$ cat src/hw/rtl/uptf_pkg.sv
// Shared types and character constants for the URI path traversal filter.
`default_nettype none

package uptf_pkg;

  // Position of the scanner relative to path start and slashes
  typedef enum logic [2:0] {
    PH_START      = 3'd0,
    PH_START_DOT  = 3'd1,
    PH_START_DOT2 = 3'd2,
    PH_SLASH      = 3'd3,
    PH_SLASH_DOT  = 3'd4,
    PH_PLAIN      = 3'd5
  } scan_phase_e;

  // Progress through a percent escape
  typedef enum logic [1:0] {
    ESC_NONE    = 2'd0,
    ESC_PERCENT = 2'd1,
    ESC_DIGIT   = 2'd2
  } esc_progress_e;

  // Bytes the scanner looks for
  localparam logic [7:0] ChNul     = 8'h00;
  localparam logic [7:0] ChPercent = 8'h25;
  localparam logic [7:0] ChZero    = 8'h30;
  localparam logic [7:0] ChTwo     = 8'h32;
  localparam logic [7:0] ChLowE    = 8'h65;
  localparam logic [7:0] ChUpE     = 8'h45;
  localparam logic [7:0] ChLowF    = 8'h66;
  localparam logic [7:0] ChUpF     = 8'h46;
  localparam logic [7:0] ChDot     = 8'h2e;
  localparam logic [7:0] ChSlash   = 8'h2f;

  // Scanner state carried from byte to byte
  typedef struct packed {
    scan_phase_e   phase;
    esc_progress_e esc;
    logic          esc_is_two;  // second escape char was '2' (else '0')
    logic          esc_dot_ctx; // pending '%' stands where an encoded dot is banned
    logic          rejected;
    logic          ended;
  } scan_state_t;

  localparam scan_state_t ScanReset = '{
    phase:       PH_START,
    esc:         ESC_NONE,
    esc_is_two:  1'b0,
    esc_dot_ctx: 1'b0,
    rejected:    1'b0,
    ended:       1'b0
  };

  // Phases in which the string must not end
  function automatic logic dot_phase(input scan_phase_e ph);
    return (ph == PH_START_DOT) || (ph == PH_START_DOT2) || (ph == PH_SLASH_DOT);
  endfunction

endpackage

`default_nettype wire

$ cat src/hw/rtl/uptf_scan.sv
// Byte scanner: state register and per-byte next-state and verdict logic.
`default_nettype none

module uptf_scan
  import uptf_pkg::*;
(
  input  wire logic       clk_i,
  input  wire logic       rst_ni,
  input  wire logic       step_i,   // consume one byte this cycle
  input  wire logic [7:0] byte_i,
  input  wire logic       last_i,
  output logic            ok_o      // verdict, meaningful when last_i is set
);

  scan_state_t state_q, state_d;
  scan_state_t work;
  logic        is_e, is_f, rej_fin;

  assign is_e = (byte_i == ChLowE) || (byte_i == ChUpE);
  assign is_f = (byte_i == ChLowF) || (byte_i == ChUpF);

  // Compute next state and the verdict for the current byte
  always_comb begin
    work = state_q;
    if (!state_q.ended) begin
      if (byte_i == ChNul) begin
        if (dot_phase(state_q.phase)) work.rejected = 1'b1;
        work.ended = 1'b1;
        work.esc   = ESC_NONE;
      end else begin
        // escape matching
        case (state_q.esc)
          ESC_DIGIT: begin
            if (!state_q.esc_is_two) begin
              if (byte_i == ChZero) work.rejected = 1'b1;
            end else begin
              if (is_f) work.rejected = 1'b1;
              if (is_e && state_q.esc_dot_ctx) work.rejected = 1'b1;
            end
            work.esc = ESC_NONE;
          end
          ESC_PERCENT: begin
            if (byte_i == ChZero) begin
              work.esc        = ESC_DIGIT;
              work.esc_is_two = 1'b0;
            end else if (byte_i == ChTwo) begin
              work.esc        = ESC_DIGIT;
              work.esc_is_two = 1'b1;
            end else begin
              work.esc = ESC_NONE;
            end
          end
          default: ;
        endcase
        if (byte_i == ChPercent) begin
          work.esc         = ESC_PERCENT;
          work.esc_dot_ctx = (state_q.phase == PH_START) || (state_q.phase == PH_START_DOT) ||
                             (state_q.phase == PH_SLASH) || (state_q.phase == PH_SLASH_DOT);
        end
        // phase tracking
        case (state_q.phase)
          PH_START: begin
            work.phase = (byte_i == ChDot) ? PH_START_DOT :
                         (byte_i == ChSlash) ? PH_SLASH : PH_PLAIN;
          end
          PH_START_DOT: begin
            if (byte_i == ChSlash) work.rejected = 1'b1;
            work.phase = (byte_i == ChDot) ? PH_START_DOT2 :
                         (byte_i == ChSlash) ? PH_SLASH : PH_PLAIN;
          end
          PH_START_DOT2: begin
            if (byte_i == ChSlash) work.rejected = 1'b1;
            work.phase = (byte_i == ChSlash) ? PH_SLASH : PH_PLAIN;
          end
          PH_SLASH: begin
            work.phase = (byte_i == ChDot) ? PH_SLASH_DOT :
                         (byte_i == ChSlash) ? PH_SLASH : PH_PLAIN;
          end
          PH_SLASH_DOT: begin
            if ((byte_i == ChSlash) || (byte_i == ChDot)) work.rejected = 1'b1;
            work.phase = (byte_i == ChSlash) ? PH_SLASH : PH_PLAIN;
          end
          default: begin
            work.phase = (byte_i == ChSlash) ? PH_SLASH : PH_PLAIN;
          end
        endcase
      end
    end
    // close the string on the last byte if no NUL did so
    rej_fin = work.rejected || (!work.ended && dot_phase(work.phase));
    ok_o    = !rej_fin;
    state_d = last_i ? ScanReset : work;
  end

  // Advance the scanner state on each consumed byte
  always_ff @(posedge clk_i or negedge rst_ni) begin
    if (!rst_ni) begin
      state_q <= ScanReset;
    end else if (step_i) begin
      state_q <= state_d;
    end
  end

endmodule

`default_nettype wire

$ cat src/hw/rtl/uri_path_traversal_filter_unit.sv
// Top level: input register, byte scanner and verdict output register.
// A verdict is registered on the master side when the scanner consumes its last byte.
// Throughput: one byte per cycle; the input register is freed as the scanner consumes it.
// A last byte waits in the input register only while an earlier verdict is not taken.
// Reset (rst_ni low, asynchronous): all valid flags and scanner state clear; next byte
// starts a new path.
`default_nettype none

module uri_path_traversal_filter_unit
  import uptf_pkg::*;
(
  input  wire logic       clk_i,
  input  wire logic       rst_ni,
  input  wire logic       s_axis_tvalid_i,
  output logic            s_axis_tready_o,
  input  wire logic [7:0] s_axis_tdata_i,   // [7:0] path_byte
  input  wire logic       s_axis_tlast_i,   // last_byte
  output logic            m_axis_tvalid_o,
  input  wire logic       m_axis_tready_i,
  output logic [7:0]      m_axis_tdata_o    // [0] path_ok, [7:1] zero
);

  logic       in_valid_q;
  logic [7:0] in_byte_q;
  logic       in_last_q;
  logic       out_valid_q;
  logic       out_ok_q;
  logic       out_free;
  logic       step;
  logic       scan_ok;

  // Consume the held request unless it needs a busy output slot
  assign out_free        = !out_valid_q || m_axis_tready_i;
  assign step            = in_valid_q && (!in_last_q || out_free);
  assign s_axis_tready_o = !in_valid_q || step;

  // Hold the accepted request
  always_ff @(posedge clk_i or negedge rst_ni) begin
    if (!rst_ni) begin
      in_valid_q <= 1'b0;
    end else if (s_axis_tready_o) begin
      in_valid_q <= s_axis_tvalid_i;
    end
  end

  always_ff @(posedge clk_i) begin
    if (s_axis_tready_o && s_axis_tvalid_i) begin
      in_byte_q <= s_axis_tdata_i;
      in_last_q <= s_axis_tlast_i;
    end
  end

  uptf_scan u_scan (
    .clk_i  (clk_i),
    .rst_ni (rst_ni),
    .step_i (step),
    .byte_i (in_byte_q),
    .last_i (in_last_q),
    .ok_o   (scan_ok)
  );

  // Load the verdict on a last byte, drop it once taken
  always_ff @(posedge clk_i or negedge rst_ni) begin
    if (!rst_ni) begin
      out_valid_q <= 1'b0;
    end else if (step && in_last_q) begin
      out_valid_q <= 1'b1;
    end else if (m_axis_tready_i) begin
      out_valid_q <= 1'b0;
    end
  end

  always_ff @(posedge clk_i) begin
    if (step && in_last_q) begin
      out_ok_q <= scan_ok;
    end
  end

  assign m_axis_tvalid_o = out_valid_q;
  assign m_axis_tdata_o  = {7'b0, out_ok_q};

endmodule

`default_nettype wire

$ cat config.mk
export PLATFORM = sky130hd
export DESIGN_NAME = uri_path_traversal_filter_unit
export DESIGN_NICKNAME = d
export VERILOG_FILES = /design/src/hw/rtl/uptf_pkg.sv /design/src/hw/rtl/uptf_scan.sv /design/src/hw/rtl/uri_path_traversal_filter_unit.sv
export SDC_FILE = /design/constraint.sdc
export NUM_CORES = 1
export LEC_CHECK = 0
export BUFFER_PORTS_ARGS = -buffer_cell sky130_fd_sc_hd__buf_2
export CAP_MARGIN = 20
export CORE_MARGIN = 3
export CORE_UTILIZATION = 55
export DETAILED_ROUTE_END_ITERATION = 8
export HOLD_SLACK_MARGIN = 0.03
export PLACE_DENSITY = 0.79
export SLEW_MARGIN = 10
export SYNTH_ARGS = -nofsm -noshare
export SYNTH_HDL_FRONTEND = slang
export SYNTH_HIERARCHICAL = 1
export SYNTH_SLANG_ARGS = --single-unit
$ cat constraint.sdc
create_clock -name clk_i -period 5.35 [get_ports clk_i]
set_input_delay 0.8025 -clock clk_i [delete_from_list [all_inputs] [get_ports clk_i]]
set_output_delay 0.8025 -clock clk_i [all_outputs]
set_load 0.005 [all_outputs]
==> impl_metrics.ini, run 1 <==
[yosys]
syn_inst = 113
yosysSeqAreaShare_pct = 48.2
synth_cell_types = 46
synth.most_common_cell = dfrtp_1
synth_common_cells = 11 x dfrtp_1, 10 x edfxtp_1, 9 x a21oi_1
avgSynthCellArea_sq_um = 10.6
synth_edf_count = 10
synth_area_leader_cell = edfxtp_1
syn_area_sq_um = 1190
synthFlopType = dfrtp_1
yosysTopAreaCellShare_pct = 25.1
synth_area_leaders = edfxtp_1 25%, dfrtp_1 23%, buf_4 5.0%
synthArstFlopShare_pct = 52.4
ys_seq_elements = 21
yosysWarnings = 6

[clock_network]
cts.sinks = 21
cts_max_path_buffers = 2
root_buffer = clkbuf_4
cts_setup_buffers = 0
cts_tree = done
hold_buffers = 0
cts_buffers = 3
clk_latency_ns = 0.30
htreeDepth = 1
clk_pin_slew_ns = 0.11
cts_resized = 0

[die]
fp.dieW_um = 52.6
io_pins = 23
core_area_sq_um = 2000
initial_utilization_pct = 59.7
rows = 16
die_h_um = 52.6
die-area_sq_um = 2770

[power]
p_per_area_nw_per_um2 = 239
ir_worst_vdd_v = 0.000202
leakage_nw = 0.509
p_comb_share_pct = 11.9
power_switching_mw = 0.0784
clockPowerShare_pct = 24.4
switching_share_pct = 25.7
sequentialPowerShare_pct = 63.7
p_int_mw = 0.226

[placed_design]
place_ws_ns = 2.94
place_hpwl_mm = 1.76
routabilityCongestion = 0.853
portBuffers = 15

[critical_path]
setup.worst_path.class = in -> reg
worstSetupStartpointType = primary input
crit_buf_inv = 1
cpLargestDelayFamily = compound AO/OA/AOI/OAI gates
critPathSlowestCell = a21boi_1
crit_path_frequent_cell = nand2_1
crit_chain = buf_2 -> nor2b_1 -> a21boi_1 -> nand2_1 -> nand2_1 -> nor4bb_1 -> a211o_1
critPathArrivalTime_ns = 2.31
startpoint = m_axis_tready_i
r2r-start = in_byte_q[0]$_DFFE_PP_
worstSetupEndpointType = register
required_ns = 5.54
crit_path_max_incr_delay_ns = 0.75
cp_max_fo = 15

[global_route]
grt_pass1_vias = 903
antenna_found_initial = 0
grtUsageTotal_pct = 19.2
grt_pass1_wl_mm = 3.91
overflow = 0
grt_max_degree = 16

[timing]
worst_pin_slew_ns = 0.946
setup_tns_ns = 0
setup_viol = 0
skew_ns = 0.00285
timing.fmax_mhz = 472
postLayoutSetupSlackWorst_ns = 3.23
rsz0062_at_grt = no
max_slew_margin_pct = 36.8
min_period_ns = 2.12
finalMaxSlewViolations = 0
hold_violations = 0
fin_crit_sh_pct = 39.6

[flow_run]
maxCapViolCount = 0

[routing]
postRouteAntennaNets = 0
num_vias = 919
wl_mm = 2.28
drt_iter0_drc = 26
route.detailed.drc = 0
via_per_inst = 5.97
wl_per_cell_um = 14.8
dr.pass1.iters = 6

[worst_hold_path]
hold_path_class = in -> async

[layout]
num-fill-cells = 168
area_growth_pct = 6.60
final_util_pct = 63.6
nNetsFinal = 141
drive_gt1_share_pct = 18.9
antenna_cells = 0

[run_status]
status = complete, no violations
## layer usage
layer,GRT usage [%],routed length [um]
met1,23.7,949
met3,4.27,193
met5,0,0
met4,9.36,15
met2,31.4,1120
## worst paths after layout
check	endpoint	slack (ns)	depth (start not counted)
max	u_scan/state_q[7]$_DFFE_PN0P_	3.23	7
min in group clk_i	u_scan/state_q[2]$_DFFE_PN0P_	0.56	1
min reg2reg	u_scan/state_q[2]$_DFFE_PN0P_	0.56	1
max reg2reg	out_ok_q$_DFFE_PP_	3.24	4
max in group asynchronous	u_scan/state_q[3]$_DFFE_PN0P_	4.80	1
min	u_scan/state_q[1]$_DFFE_PN0P_	0.35	1
## layout by cell type, fill, tap and decap left out, types with 3 or more instances in the layout
cell and instances:
buf_2 15, dfrtp_1 11, edfxtp_1 10, a21oi_1 9, conb_1 7, nand2_1 6
inv_1 6, nor2_1 4, nand2b_1 4, o21ai_0 4, clkbuf_4 3, nand4_1 3
## cells by family after synthesis
kind of cell / share of synthesized area (%)
simple gates: 22.5
compound gates: 18.1
flops: 48.2
buf+inv: 8.48
mux: 1.68
xor+xnor: 0.733
other cells: 0.314
## metrics by stage
| step | area, sq um | cells | hold WS (ns) | total power, mW |
|---|---|---|---|---|
| finish | 1270 | 154 | 0.350 | 0.305 |
| CTS | 1270 | 154 | 0.355 | 0.306 |
| global placement | 1250 | 150 | 0.510 | 0.231 |
| floorplan | 1220 | 119 | 0.478 | 0.224 |
| global route | 1270 | 154 | 0.352 | 0.319 |
| detailed placement | 1250 | 150 | 0.544 | 0.233 |
## state kept, by name, summed over array words and instances (netlist names)
signal and cells:
u_scan/state_q 9, in_byte_q 8, in_last_q 1, in_valid_q 1
m_axis_tvalid_o 1, out_ok_q 1
## worst register-to-register path: stages, from the launching register on
cell and delay [ns]:
edfxtp_1 0.55, nand2b_1 0.21, a2111oi_0 0.71, o2111ai_1 0.21, and3_1 0.20
## final cells by class
cell class / instances / area [sq um] / share of cell area, %
Inverter: 6 / 22.5 / 1.77
Tap cell: 27 / 33.8 / 2.65
Clock buffer: 4 / 26.3 / 2.06
Multi-Input combinational cell: 81 / 541 / 42.4
Timing Repair Buffer: 15 / 75.1 / 5.89
Sequential cell: 21 / 576 / 45.2
## power groups by stage
stage	Clock [mW]	Sequential (mW)	Combinational [mW]
CTS	0.0755	0.194	0.0362
finish	0.0743	0.194	0.0362
floorplan	0	0.192	0.0314
global route	0.0823	0.196	0.0411
global placement	0	0.196	0.0353
detailed placement	0	0.197	0.0359
Note: power is estimated with default switching activity, not from simulation.
==> run 2: changes to the inputs <==
--- a/config.mk
+++ b/config.mk
@@ -8,10 +8,10 @@
 export BUFFER_PORTS_ARGS = -buffer_cell sky130_fd_sc_hd__buf_2
 export CAP_MARGIN = 20
 export CORE_MARGIN = 3
-export CORE_UTILIZATION = 55
+export CORE_UTILIZATION = 48
 export DETAILED_ROUTE_END_ITERATION = 8
 export HOLD_SLACK_MARGIN = 0.03
-export PLACE_DENSITY = 0.79
+export PLACE_DENSITY = 0.74
 export SLEW_MARGIN = 10
 export SYNTH_ARGS = -nofsm -noshare
 export SYNTH_HDL_FRONTEND = slang
==> constraint.sdc (replaced) <==
create_clock -name clk_i -period 1.9 [get_ports clk_i]
set_input_delay 0.285 -clock clk_i [delete_from_list [all_inputs] [get_ports clk_i]]
set_output_delay 0.285 -clock clk_i [all_outputs]
set_load 0.005 [all_outputs]
==> impl_metrics.ini, run 2 (synthesis gave the netlist of run 1 again) <==
[timing]
fin_crit_sh_pct = 96.5
skew_ns = 0.00867
min_period_ns = 1.83
setup_viol = 0
max_slew_margin_pct = 66.1
worst_pin_slew_ns = 0.508
rsz0062_at_grt = no
finalMaxSlewViolations = 0
timing.fmax_mhz = 545
setup_tns_ns = 0
hold_violations = 0

[layout]
instances_no_fill = 165
mostFrequentLayoutCell = buf_2
num-fill-cells = 195
nNetsFinal = 151
largest_reg_flops = 9
area_growth_pct = 16.3
layout_common_cells = 15 x buf_2, 11 x dfrtp_1, 10 x edfxtp_1, 9 x a21oi_1, 8 x buf_4
multi_input_area_sq_um = 566
top_register = u_scan/state_q
largestRegisters = u_scan/state_q x9, in_byte_q x8
drive_gt1_share_pct = 24.8
seq_area_sq_um = 576
antenna_cells = 0

[placed_design]
portBuffers = 15
routabilityCongestion = 0.947
dp.cells = 158
place_hpwl_mm = 1.73

[power]
p_per_area_nw_per_um2 = 633
finalPower_mw = 0.880
leakage_nw = 0.564
ir_worst_vdd_v = 0.000524

[worst_hold_path]
hold_path_class = in -> reg

[clock_network]
clk_pin_slew_ns = 0.11
cts.sinks = 21
cts_max_path_buffers = 2
cts_buffers = 3
root_buffer = clkbuf_4
cts_tree = done
clk_latency_ns = 0.30
htreeDepth = 1

[die]
die_h_um = 55.9
fp.dieW_um = 55.9
initial_utilization_pct = 52.5
core_area_sq_um = 2280
rows = 17
die-area_sq_um = 3120
io_pins = 23

[routing]
postRouteAntennaNets = 0
dr.pass1.iters = 4
via_per_inst = 5.81
wl_mm = 2.36
drt_iter0_drc = 26
wl_per_cell_um = 14.3
num_vias = 959
route.detailed.drc = 0

[critical_path]
critPathArrivalTime_ns = 1.90
cp_max_fo = 8
worstSetupStartpointType = register
required_ns = 1.97
setup.worst_path.class = reg -> reg
worstSetupEndpointType = register

[global_route]
grt_pass1_vias = 888
antenna_found_initial = 0
grt_max_degree = 16
grtUsageTotal_pct = 15.2
grt_pass1_wl_mm = 3.82
overflow = 0

[run_status]
status = complete, no violations

[flow_run]
maxCapViolCount = 0
[run 2: path summary, 6_finish.rpt]
check | slack, ns | to | start | cells after the start
min in group asynchronous | 0.37 | u_scan/state_q[6]$_DFFE_PN0P_ | rst_ni | 2
setup reg to reg | 0.07 | out_ok_q$_DFFE_PP_ | in_byte_q[0]$_DFFE_PP_ | 5
setup / recovery | 0.07 | out_ok_q$_DFFE_PP_ | in_byte_q[0]$_DFFE_PP_ | 5
hold / removal | 0.16 | in_byte_q[5]$_DFFE_PP_ | s_axis_tdata_i[5] | 1
max in group asynchronous | 1.32 | u_scan/state_q[3]$_DFFE_PN0P_ | rst_ni | 2
hold reg to reg | 0.53 | u_scan/state_q[2]$_DFFE_PN0P_ | u_scan/state_q[2]$_DFFE_PN0P_ | 1
[run 2: power by group]
group / switching (mW) / internal, mW
Combinational: 0.0707 / 0.0662
Sequential: 0.0308 / 0.507
Clock: 0.124 / 0.0818
Total: 0.225 / 0.655
[run 2: cell type report]
type | instances | area share [%]
Inverter | 6 | 1.62
Tap cell | 28 | 2.52
Clock buffer | 4 | 1.89
Multi-Input combinational cell | 81 | 40.7
Sequential cell | 21 | 41.4
Timing Repair Buffer | 25 | 11.9
[run 2: metrics by stage]
step | worst slack, ns | util, % | hold slack (ns) | instance area (sq um)
3_3_place_gp | 0.105 | 57.7 | 0.170 | 1310
4_1_cts | 0.0823 | 59.3 | 0.148 | 1350
6_report | 0.0661 | 61.1 | 0.160 | 1390
2_1_floorplan | 0.0412 | - | -0.0106 | 1220
5_1_grt | 0.0106 | 61.1 | 0.132 | 1390
3_5_place_dp | 0.0892 | 57.7 | 0.168 | 1310
[run 2: critical path, stage by stage, from the launching register on]
cell	delay (ns)
edfxtp_1	0.39
buf_4	0.18
nand2b_1	0.14
a2111oi_1	0.54
o2111ai_2	0.16
and3_1	0.20
[run 2: repair_timing]
action,4_1_cts,5_1_grt
hold endpoints to repair,11,0
setup endpoints to repair,0,1
setup buffers,0,2
gates resized for setup,0,4
hold buffers,1,0
[run 2: metal layers]
layer | GRT usage [%] | vias to the layer above | share of wire [%]
met3 | 4.87 | 4 | 6.0
met5 | 0 | - | 0
met2 | 24.2 | 37 | 49
li1 | - | 463 | -
met4 | 5.42 | 0 | 1.4
met1 | 19.4 | 455 | 44
==> run 3: changes to the inputs <==
--- a/config.mk
+++ b/config.mk
@@ -5,13 +5,13 @@
 export SDC_FILE = /design/constraint.sdc
 export NUM_CORES = 1
 export LEC_CHECK = 0
-export BUFFER_PORTS_ARGS = -buffer_cell sky130_fd_sc_hd__buf_2
 export CAP_MARGIN = 20
 export CORE_MARGIN = 3
-export CORE_UTILIZATION = 48
+export CORE_UTILIZATION = 55
 export DETAILED_ROUTE_END_ITERATION = 8
+export DONT_BUFFER_PORTS = 1
 export HOLD_SLACK_MARGIN = 0.03
-export PLACE_DENSITY = 0.74
+export PLACE_DENSITY = 0.73
 export SLEW_MARGIN = 10
 export SYNTH_ARGS = -nofsm -noshare
 export SYNTH_HDL_FRONTEND = slang
==> impl_metrics.ini, run 3 (synthesis gave the netlist of run 1 again) <==
[routing]
dr.pass1.iters = 4
wl_mm = 2.17
via_per_inst = 5.99
postRouteAntennaNets = 0
drt_iter0_drc = 45
wl_per_cell_um = 14.7
route.detailed.drc = 0
num_vias = 881

[power]
p_per_area_nw_per_um2 = 680
power_switching_mw = 0.227
switching_share_pct = 26.2
p_int_mw = 0.637
sequentialPowerShare_pct = 62.3
leakage_nw = 0.492
ir_worst_vdd_v = 0.000617
clockPowerShare_pct = 24.9
p_comb_share_pct = 12.7
finalPower_mw = 0.864

[die]
io_pins = 23
fp.dieW_um = 52.6
rows = 16
die_h_um = 52.6
die-area_sq_um = 2770
initial_utilization_pct = 59.7
core_area_sq_um = 2000

[placed_design]
place_hpwl_mm = 1.60
dp.cells = 142
routabilityCongestion = 0.958
portBuffers = 0
place_ws_ns = 0.0457

[timing]
hold_violations = 0
timing.fmax_mhz = 550
postLayoutSetupSlackWorst_ns = 0.0802
skew_ns = 0.0158
max_slew_margin_pct = 66.2
finalMaxSlewViolations = 0
min_period_ns = 1.82
holdWs_ns = 0.0619
worst_pin_slew_ns = 0.506
fin_crit_sh_pct = 95.8
setup_viol = 0

[layout]
largestRegisters = u_scan/state_q x9, in_byte_q x8
layout_common_cells = 11 x dfrtp_1, 10 x edfxtp_1, 9 x a21oi_1, 7 x conb_1, 7 x buf_4
seq_area_sq_um = 576
multi_input_area_sq_um = 551
area_growth_pct = 6.39
instances_no_fill = 147
top_register = u_scan/state_q
num-fill-cells = 162
antenna_cells = 0
largest_reg_flops = 9
nNetsFinal = 134
final_util_pct = 63.5
mostFrequentLayoutCell = dfrtp_1
drive_gt1_share_pct = 13.3

[clock_network]
root_buffer = clkbuf_4
cts_buffers = 3
htreeDepth = 1
clk_latency_ns = 0.31
cts.sinks = 21
cts_max_path_buffers = 2
cts_setup_buffers = 0
cts_tree = done
clk_pin_slew_ns = 0.12

[critical_path]
crit_path_max_incr_delay_ns = 0.58
critPathArrivalTime_ns = 1.90
setup.worst_path.class = reg -> reg
required_ns = 1.98
crit_chain = or4_4 -> nor4_4 -> o2111ai_1 -> and3_1
startpoint = in_byte_q[0]$_DFFE_PP_
critPathSlowestCell = or4_4
worstSetupEndpointType = register
cp_max_fo = 3
worstSetupStartpointType = register
r2r-start = in_byte_q[0]$_DFFE_PP_

[run_status]
status = complete, no violations

[global_route]
grt_max_degree = 16
grt_pass1_vias = 803
grtUsageTotal_pct = 17.3
overflow = 0
antenna_found_initial = 0
grt_pass1_wl_mm = 3.55

[worst_hold_path]
worstHoldStart = s_axis_tlast_i
hold_path_class = in -> reg

[flow_run]
maxCapViolCount = 0
[run 3: cell count changes in the layout (fill, tap and decap cells not counted), sizes merged]
cell / change
buf: -17
[run 3: critical path: cells and delay by family (launching register included)]
family          cells  cell delay, ns
simple gates        3            1.05
compound gates      1            0.15
flops               1            0.41
[run 3: final timing paths]
| path | end | slack (ns) | depth (start not counted) |
|---|---|---|---|
| max in group asynchronous | u_scan/state_q[3]$_DFFE_PN0P_ | 1.18 | 1 |
| worst min-delay path | in_last_q$_DFFE_PP_ | 0.06 | 0 |
| worst min register to register | u_scan/state_q[2]$_DFFE_PN0P_ | 0.56 | 1 |
| worst max register to register | out_ok_q$_DFFE_PP_ | 0.08 | 4 |
| min in group asynchronous | u_scan/state_q[1]$_DFFE_PN0P_ | 0.36 | 1 |
| worst max-delay path | out_ok_q$_DFFE_PP_ | 0.08 | 4 |
[run 3: routing by layer]
layer	vias to the layer above	global-route usage [%]	share of wire [%]
li1	428	-	-
met1	409	23.8	46
met2	42	27.7	46
met3	2	3.42	7.1
met4	0	4.26	0.28
met5	-	0	0
[run 3: cell type report]
class,instances,area share (%)
Tap cell,27,2.66
Multi-Input combinational cell,81,43.3
Inverter,6,1.77
Timing Repair Buffer,8,4.92
Sequential cell,21,45.3
Clock buffer,4,2.07
[run 3: per-stage QoR]
| step | area, sq um | TNS [ns] |
|---|---|---|
| after detailed placement | 1220 | 0 |
| after global routing | 1270 | -0.0296 |
| final | 1270 | 0 |
| after global placement | 1220 | 0 |
| after CTS | 1260 | 0 |
| after floorplan | 1220 | 0 |
[run 3: timing repair]
item | in CTS | in global routing
gates resized for setup | 0 | 2
setup endpoints to repair | 0 | 1
endpoints found under the hold margin | 11 | 0
hold buffers | 1 | 0
[run 3: power groups by stage]
stage / clock network, mW / registers [mW] / logic (mW)
3_5_place_dp: 0 / 0.547 / 0.101
2_1_floorplan: 0 / 0.541 / 0.0884
5_1_grt: 0.232 / 0.543 / 0.123
3_3_place_gp: 0 / 0.546 / 0.0998
6_report: 0.215 / 0.539 / 0.110
4_1_cts: 0.215 / 0.537 / 0.108
